[src/sid_pkg.sv]
package sid_pkg;

  // control bits that travel with each word down the divider pipeline
  typedef struct packed {
    logic valid;
    logic neg;
    logic zero_div;
  } sid_ctl_t;

endpackage

[src/sid_div_stage.sv]
module sid_div_stage #(
  parameter int WIDTH = 32
) (
  input  logic                clk,
  input  logic                rst_n,
  input  sid_pkg::sid_ctl_t   ctl_i,
  input  logic [WIDTH-1:0]    rem_i,
  input  logic [WIDTH-1:0]    qd_i,
  input  logic [WIDTH-1:0]    dvs_i,
  output sid_pkg::sid_ctl_t   ctl_o,
  output logic [WIDTH-1:0]    rem_o,
  output logic [WIDTH-1:0]    qd_o,
  output logic [WIDTH-1:0]    dvs_o
);
  import sid_pkg::*;

  logic [WIDTH:0]   trial;
  logic [WIDTH:0]   diff;
  logic             fits;
  sid_ctl_t         ctl_r;
  logic [WIDTH-1:0] rem_r, rem_nxt;
  logic [WIDTH-1:0] qd_r, qd_nxt;
  logic [WIDTH-1:0] dvs_r;

  // one restoring step: shift in the next dividend bit, subtract if it fits
  always_comb begin
    trial   = {rem_i, qd_i[WIDTH-1]};
    diff    = trial - {1'b0, dvs_i};
    fits    = ~diff[WIDTH];
    rem_nxt = fits ? diff[WIDTH-1:0] : trial[WIDTH-1:0];
    qd_nxt  = {qd_i[WIDTH-2:0], fits};
  end

  always_ff @(posedge clk) begin
    if (!rst_n) begin
      ctl_r.valid <= 1'b0;
    end else begin
      ctl_r.valid <= ctl_i.valid;
    end
    ctl_r.neg      <= ctl_i.neg;
    ctl_r.zero_div <= ctl_i.zero_div;
    rem_r          <= rem_nxt;
    qd_r           <= qd_nxt;
    dvs_r          <= dvs_i;
  end

  assign ctl_o = ctl_r;
  assign rem_o = rem_r;
  assign qd_o  = qd_r;
  assign dvs_o = dvs_r;

endmodule

[src/signed_int_divider.sv]
// signed integer divider, quotient truncated toward zero
//
// input: a word is taken at a rising edge where start is high and busy is low;
//   in_numerator and in_denominator are two's complement values
// output: out_valid is high for exactly one cycle per word, together with
//   out_quotient, out_overflow and out_zero_divisor; the receiver cannot stall
// special cases: most negative by minus one gives the largest positive value
//   with out_overflow set; a zero divisor gives quotient zero with
//   out_zero_divisor set
// pipeline: one entry stage that takes magnitudes, one restoring subtract
//   stage per quotient bit, one sign fix-up stage
// throughput: one word per cycle while busy is low, since every quotient
//   bit has its own stage
// reset: synchronous; clears all valid bits, so words in flight are dropped;
//   busy is registered, set during reset and cleared once reset is released
module signed_int_divider #(
  parameter int DATA_WIDTH = 32
) (
  input  logic                         clk,
  input  logic                         rst_n,
  input  logic                         start,
  output logic                         busy,
  input  logic signed [DATA_WIDTH-1:0] in_numerator,
  input  logic signed [DATA_WIDTH-1:0] in_denominator,
  output logic                         out_valid,
  output logic signed [DATA_WIDTH-1:0] out_quotient,
  output logic                         out_overflow,
  output logic                         out_zero_divisor
);
  import sid_pkg::*;

  localparam int LATENCY = DATA_WIDTH + 2;
  localparam logic [DATA_WIDTH-1:0] MaxPos = {1'b0, {(DATA_WIDTH-1){1'b1}}};

  logic                  busy_r;
  logic                  accept;
  logic [DATA_WIDTH-1:0] num_mag, den_mag;

  sid_ctl_t              ctl_s [0:DATA_WIDTH];
  logic [DATA_WIDTH-1:0] rem_s [0:DATA_WIDTH];
  logic [DATA_WIDTH-1:0] qd_s  [0:DATA_WIDTH];
  logic [DATA_WIDTH-1:0] dvs_s [0:DATA_WIDTH];

  sid_ctl_t              ctl_r;
  logic [DATA_WIDTH-1:0] mag_n_r, mag_d_r;

  logic                  out_valid_r;
  logic [DATA_WIDTH-1:0] quot_r, quot_nxt;
  logic                  ovf_r, ovf_nxt;
  logic                  zdiv_r, zdiv_nxt;
  logic [DATA_WIDTH-1:0] q_mag;
  sid_ctl_t              ctl_last;

  always_ff @(posedge clk) begin
    if (!rst_n) begin
      busy_r <= 1'b1;
    end else begin
      busy_r <= 1'b0;
    end
  end

  assign busy   = busy_r;
  assign accept = start & ~busy_r;

  // entry stage: signs, zero check, magnitudes
  always_comb begin
    num_mag = in_numerator[DATA_WIDTH-1] ? (~in_numerator + 1'b1) : in_numerator;
    den_mag = in_denominator[DATA_WIDTH-1] ? (~in_denominator + 1'b1) : in_denominator;
  end

  always_ff @(posedge clk) begin
    if (!rst_n) begin
      ctl_r.valid <= 1'b0;
    end else begin
      ctl_r.valid <= accept;
    end
    ctl_r.neg      <= in_numerator[DATA_WIDTH-1] ^ in_denominator[DATA_WIDTH-1];
    ctl_r.zero_div <= (in_denominator == '0);
    mag_n_r        <= num_mag;
    mag_d_r        <= den_mag;
  end

  assign ctl_s[0] = ctl_r;
  assign rem_s[0] = '0;
  assign qd_s[0]  = mag_n_r;
  assign dvs_s[0] = mag_d_r;

  // one quotient bit per stage, most significant first
  for (genvar i = 0; i < DATA_WIDTH; i++) begin : g_step
    sid_div_stage #(
      .WIDTH (DATA_WIDTH)
    ) u_stage (
      .clk   (clk),
      .rst_n (rst_n),
      .ctl_i (ctl_s[i]),
      .rem_i (rem_s[i]),
      .qd_i  (qd_s[i]),
      .dvs_i (dvs_s[i]),
      .ctl_o (ctl_s[i+1]),
      .rem_o (rem_s[i+1]),
      .qd_o  (qd_s[i+1]),
      .dvs_o (dvs_s[i+1])
    );
  end

  assign ctl_last = ctl_s[DATA_WIDTH];
  assign q_mag    = qd_s[DATA_WIDTH];

  // sign fix-up, saturation and zero divisor handling
  always_comb begin
    quot_nxt = q_mag;
    ovf_nxt  = 1'b0;
    zdiv_nxt = 1'b0;
    if (ctl_last.zero_div) begin
      quot_nxt = '0;
      zdiv_nxt = 1'b1;
    end else if (!ctl_last.neg && q_mag[DATA_WIDTH-1]) begin
      quot_nxt = MaxPos;
      ovf_nxt  = 1'b1;
    end else if (ctl_last.neg) begin
      quot_nxt = ~q_mag + 1'b1;
    end
  end

  always_ff @(posedge clk) begin
    if (!rst_n) begin
      out_valid_r <= 1'b0;
    end else begin
      out_valid_r <= ctl_last.valid;
    end
  end

  always_ff @(posedge clk) begin
    quot_r <= quot_nxt;
    ovf_r  <= ovf_nxt;
    zdiv_r <= zdiv_nxt;
  end

  assign out_valid        = out_valid_r;
  assign out_quotient     = quot_r;
  assign out_overflow     = ovf_r;
  assign out_zero_divisor = zdiv_r;

`ifndef SYNTHESIS
  a_latency: assert property (@(posedge clk) disable iff (!rst_n)
    (start && !busy) |-> ##LATENCY out_valid)
    else $error("word accepted but no result after pipeline latency");

  a_flags_exclusive: assert property (@(posedge clk) disable iff (!rst_n)
    out_valid |-> !(out_overflow && out_zero_divisor))
    else $error("overflow and zero divisor flagged together");

  a_zero_div_quot: assert property (@(posedge clk) disable iff (!rst_n)
    (out_valid && out_zero_divisor) |-> (out_quotient == '0))
    else $error("zero divisor result with nonzero quotient");

  a_ovf_quot: assert property (@(posedge clk) disable iff (!rst_n)
    (out_valid && out_overflow) |-> (out_quotient == MaxPos))
    else $error("overflow result not saturated");

  a_busy_after_reset: assert property (@(posedge clk)
    !rst_n |=> busy)
    else $error("busy low right after reset");
`endif

endmodule
[config.mk]
export PLATFORM = sky130hd
export DESIGN_NAME = signed_int_divider
export DESIGN_NICKNAME = d
export VERILOG_FILES = /design/src/sid_pkg.sv /design/src/sid_div_stage.sv /design/src/signed_int_divider.sv
export SDC_FILE = /design/constraint.sdc
export NUM_CORES = 2
export LEC_CHECK = 0
export ABC_AREA = 0
export ABC_CLOCK_PERIOD_IN_PS = 9600
export BUFFER_PORTS_ARGS = -buffer_cell sky130_fd_sc_hd__buf_2
export CORE_MARGIN = 10
export CORE_UTILIZATION = 39
export DETAILED_ROUTE_END_ITERATION = 12
export GPL_TIMING_DRIVEN = 0
export MAX_ROUTING_LAYER = met4
export SYNTH_ARGS = -nofsm -noshare
export SYNTH_HDL_FRONTEND = slang
export SYNTH_SLANG_ARGS = --single-unit
[constraint.sdc]
create_clock -name clk -period 9.6 [get_ports clk]
set_clock_uncertainty 0.2 [all_clocks]
set_input_delay 1.92 -clock clk [delete_from_list [all_inputs] [get_ports clk]]
set_output_delay 1.92 -clock clk [all_outputs]
set_load 0.1 [all_outputs]
==> impl_metrics.env <==
export IMPL_io_buffers=102
export IMPL_synth_xor_area_frac=0.0625
export IMPL_regToRegSetupSlack_ns=3.90
export IMPL_cap_violations=0
export IMPL_synthAdderAreaFrac=0.102
export IMPL_cp_endpoint="g_step[19].u_stage.rem_o[27]"
export IMPL_cts_made_buffers=338
export IMPL_worstPathRequired_ns=10.19
export IMPL_grt_pass1_wl_mm=430
export IMPL_worstSetupStartpoint="g_step[18].u_stage.qd_o[31]"
export IMPL_totalWireLength_mm=269
export IMPL_start_util=0.392
export IMPL_grt_usage=0.150
export IMPL_dieHeight_microns=594
export IMPL_vias_per_cell=4.83
export IMPL_holdWs_ns=0.0598
export IMPL_synth_seq_cells=3207
export IMPL_r2r_end="g_step[19].u_stage.rem_o[27]"
export IMPL_end_kind="register"
export IMPL_rsz0062_at_grt="no"
export IMPL_grt_overflow_total=0
export IMPL_h_tree_depth=5
export IMPL_path_cells="inv_1 > ha_1 > fa_1 > nor2b_1 > o21a_1 > o21ai_0 > a21oi_1 > o21ai_0 > a211oi_1 > o21ai_0 > o211ai_1 > a21oi_1 > xnor2_1 > clkbuf_1 > mux2_2"
export IMPL_grt_start_max_net_pins=16
export IMPL_multi_input_area_sq_mm=0.0586
export IMPL_worstRegToRegCells=15
export IMPL_first_global_vias=83300
export IMPL_reg2reg_from="g_step[18].u_stage.qd_o[31]"
export IMPL_final_util=0.447
export IMPL_synth_main_ff_cell="dfxtp_1"
export IMPL_grt_antenna_before_repair=15
export IMPL_syn_area_sq_mm=0.128
export IMPL_die_w_microns=594
export IMPL_layout_commonest_cell="dfxtp_1"
export IMPL_final_cells=17500
export IMPL_cts_sinks=3207
export IMPL_ir_drop_v=0.000187
export IMPL_yosysSeqAreaShare=0.500
export IMPL_finalSetupViolations=0
export IMPL_row_count=210
export IMPL_synth_edf_count=0
export IMPL_first_iter_violations=4097
export IMPL_fin_setup_tns_ns=0
export IMPL_crit_path_max_fanout=10
export IMPL_clk_pin_slew_ns=0.06
export IMPL_cts_root_buffer="clkbuf_16"
export IMPL_cp_slowest_cell="xnor2_1"
export IMPL_fin_crit_ns=5.70
export IMPL_synth_top_area_share=0.500
export IMPL_postCtsSetupRepairBufs=0
export IMPL_area_growth_pct=13.9
export IMPL_max_stage_delay_ns=1.04
export IMPL_tightest_slew_ns=1.47
export IMPL_holdBufCountCts=0
export IMPL_final_cell_mix="3207 x dfxtp_1, 1236 x inv_1, 996 x ha_1"
export IMPL_start_kind="register"
export IMPL_syn_avg_cell_area_sq_um=10.3
export IMPL_insertion_delay_ns=0.93
export IMPL_slew_headroom=0.0188
export IMPL_final_area_sq_mm=0.146
export IMPL_drv_slew=0
export IMPL_p_leak_nw=65.9
export IMPL_outcome="complete, no violations"
export IMPL_drtAntennaViolNets=0
export IMPL_place_area_sq_mm=0.134
export IMPL_area_sequential_sq_mm=0.0642
export IMPL_cts_tree="done"
export IMPL_cts_resized_gates=0
export IMPL_period_share=0.594
export IMPL_synthMuxAreaShare=0.0665
export IMPL_place_inst=16900
export IMPL_gp_congestion=0.881
export IMPL_worst_ep_arrival_time_ns=6.29
export IMPL_synth_top_cell_by_area="dfxtp_1"
export IMPL_hold_viol=0
export IMPL_drive_gt1_frac=0.115
export IMPL_synthCells=12400
export IMPL_crit_top_cell="o21ai_0"
export IMPL_num_vias=84700
export IMPL_async_reset_ff_frac=0
export IMPL_hp_class="reg2reg"
export IMPL_fmax_ghz=0.175
export IMPL_place_hpwl_mm=208
export IMPL_fill_cells=31000
export IMPL_synthSimpleGateAreaFrac=0.0807
export IMPL_critPathKind="reg2reg"
export IMPL_synthTopCellsByArea="dfxtp_1 50%, ha_1 9.7%, mux2_2 6.1%"
export IMPL_yosys_warnings=0
export IMPL_cts_buffer_depth=4
export IMPL_synth_cell_types=95
export IMPL_synth_compound_area_frac=0.145
export IMPL_drc=0
export IMPL_wl_per_cell_microns=15.3
export IMPL_synth_top_family_by_area="compound AO/OA/AOI/OAI gates"
export IMPL_dieArea_sq_mm=0.353
export IMPL_coreArea_sq_mm=0.328
export IMPL_power_per_cell_area_mw_per_mm2=429
export IMPL_dr_pass1_iters=6
export IMPL_fin_nets=14000
export IMPL_ios=103
## registers in the layout (all words and copies together) (netlist names)
name and cells:
busy 1, mag_n_r 32, ctl_r 3, out_zero_divisor 1, out_quotient 32, mag_d_r 32
out_valid 1, g_step.u_stage.ctl_o 96, out_overflow 1, g_step.u_stage.qd_o 1024, g_step.u_stage.rem_o 992, g_step.u_stage.dvs_o 992
## synth_stat cells (19+ instances only)
| cell type | n |
|---|---|
| fa_1 | 30 |
| inv_1 | 1236 |
| a31oi_1 | 114 |
| o41ai_1 | 21 |
| o21bai_1 | 99 |
| nor4_1 | 31 |
| mux2i_1 | 77 |
| nor2_1 | 514 |
| mux2_2 | 690 |
| a21o_1 | 415 |
| o211ai_1 | 57 |
| a211oi_1 | 88 |
| clkbuf_1 | 184 |
| nor3b_1 | 24 |
| nand2b_1 | 133 |
| a21boi_0 | 46 |
| nand2_1 | 638 |
| and3_1 | 86 |
| nor3_1 | 100 |
| o21a_1 | 171 |
| buf_2 | 47 |
| o31ai_1 | 87 |
| o21ai_0 | 594 |
| xnor2_1 | 594 |
| or3_1 | 33 |
| xor2_1 | 318 |
| a21oi_1 | 895 |
| or2_2 | 31 |
| o31a_1 | 40 |
| a2111oi_0 | 24 |
| a221o_1 | 21 |
| ha_1 | 996 |
| and2_1 | 78 |
| or4_1 | 19 |
| and4_1 | 19 |
| a211o_1 | 27 |
| nand4_1 | 117 |
| nor2b_1 | 130 |
| dfxtp_1 | 3207 |
| nand3_1 | 154 |
## per-stage QoR
stage          power [W]  setup WS, ns
2_1_floorplan     0.0425          4.66
6_report          0.0628          3.90
3_5_place_dp      0.0494          3.74
4_1_cts           0.0634          3.75
3_3_place_gp      0.0493          3.74
5_1_grt           0.0674          3.66
## area by class of cell
cell class,count,share of cell area
clock inverters,155,0.0139
clock buffers,464,0.0672
well taps,4346,0.0372
repair buffers,102,0.00349
multi-input cells,7767,0.401
diodes,14,0.000239
plain buffers,249,0.00697
flip-flops and latches,3207,0.439
inverters,1238,0.0318
## kinds of logic after synthesis
| family | Yosys count |
|---|---|
| XOR/XNOR | 914 |
| multiplexers | 767 |
| AO/OA/AOI/OAI | 2907 |
| other | 1 |
| flip-flops | 3207 |
| buffers and inverters | 1487 |
| AND/OR/NAND/NOR | 2138 |
| adder cells (fa/ha/maj) | 1026 |
## routing by layer
metal | GRT usage | share of wire | vias to the layer above
met3 | 0.0227 | 0.038 | 543
met2 | 0.254 | 0.48 | 1423
met4 | 0.0529 | 0.036 | 0
met1 | 0.181 | 0.45 | 38800
met5 | - | 0 | -
li1 | - | - | 44000
## critical path, delay by kind of cell, from the launching register on
family,cells,cell delay (ns)
AO/OA/AOI/OAI,8,2.03
XOR/XNOR,1,1.04
adder cells (fa/ha/maj),2,0.61
buffers and inverters,2,0.83
flip-flops,1,0.30
multiplexers,1,0.45
AND/OR/NAND/NOR,1,0.12
## worst min path at each step
| stage | startpoint | endpoint | cells after the start |
|---|---|---|---|
| 4_1_cts | g_step[17].u_stage.qd_o[26] | g_step[18].u_stage.qd_o[27] | 0 |
| 3_3_place_gp | g_step[15].u_stage.qd_o[1] | g_step[16].u_stage.qd_o[2] | 0 |
| 2_1_floorplan | ctl_r[0] | g_step[0].u_stage.ctl_o[0] | 0 |
| 5_1_grt | g_step[20].u_stage.qd_o[4] | g_step[21].u_stage.qd_o[5] | 0 |
| 6_report | g_step[16].u_stage.ctl_o[1] | g_step[17].u_stage.ctl_o[1] | 0 |
| 3_5_place_dp | mag_n_r[20] | g_step[0].u_stage.qd_o[21] | 0 |
## where the power goes
group | switching [W] | leakage [nW] | total (W) | internal [W]
clock | 0.00538 | 5.80 | 0.0135 | 0.00809
sequential | 0.00207 | 27.0 | 0.0198 | 0.0177
combinational | 0.0159 | 33.1 | 0.0295 | 0.0136
No activity file was read; power rests on OpenSTA's default activity.
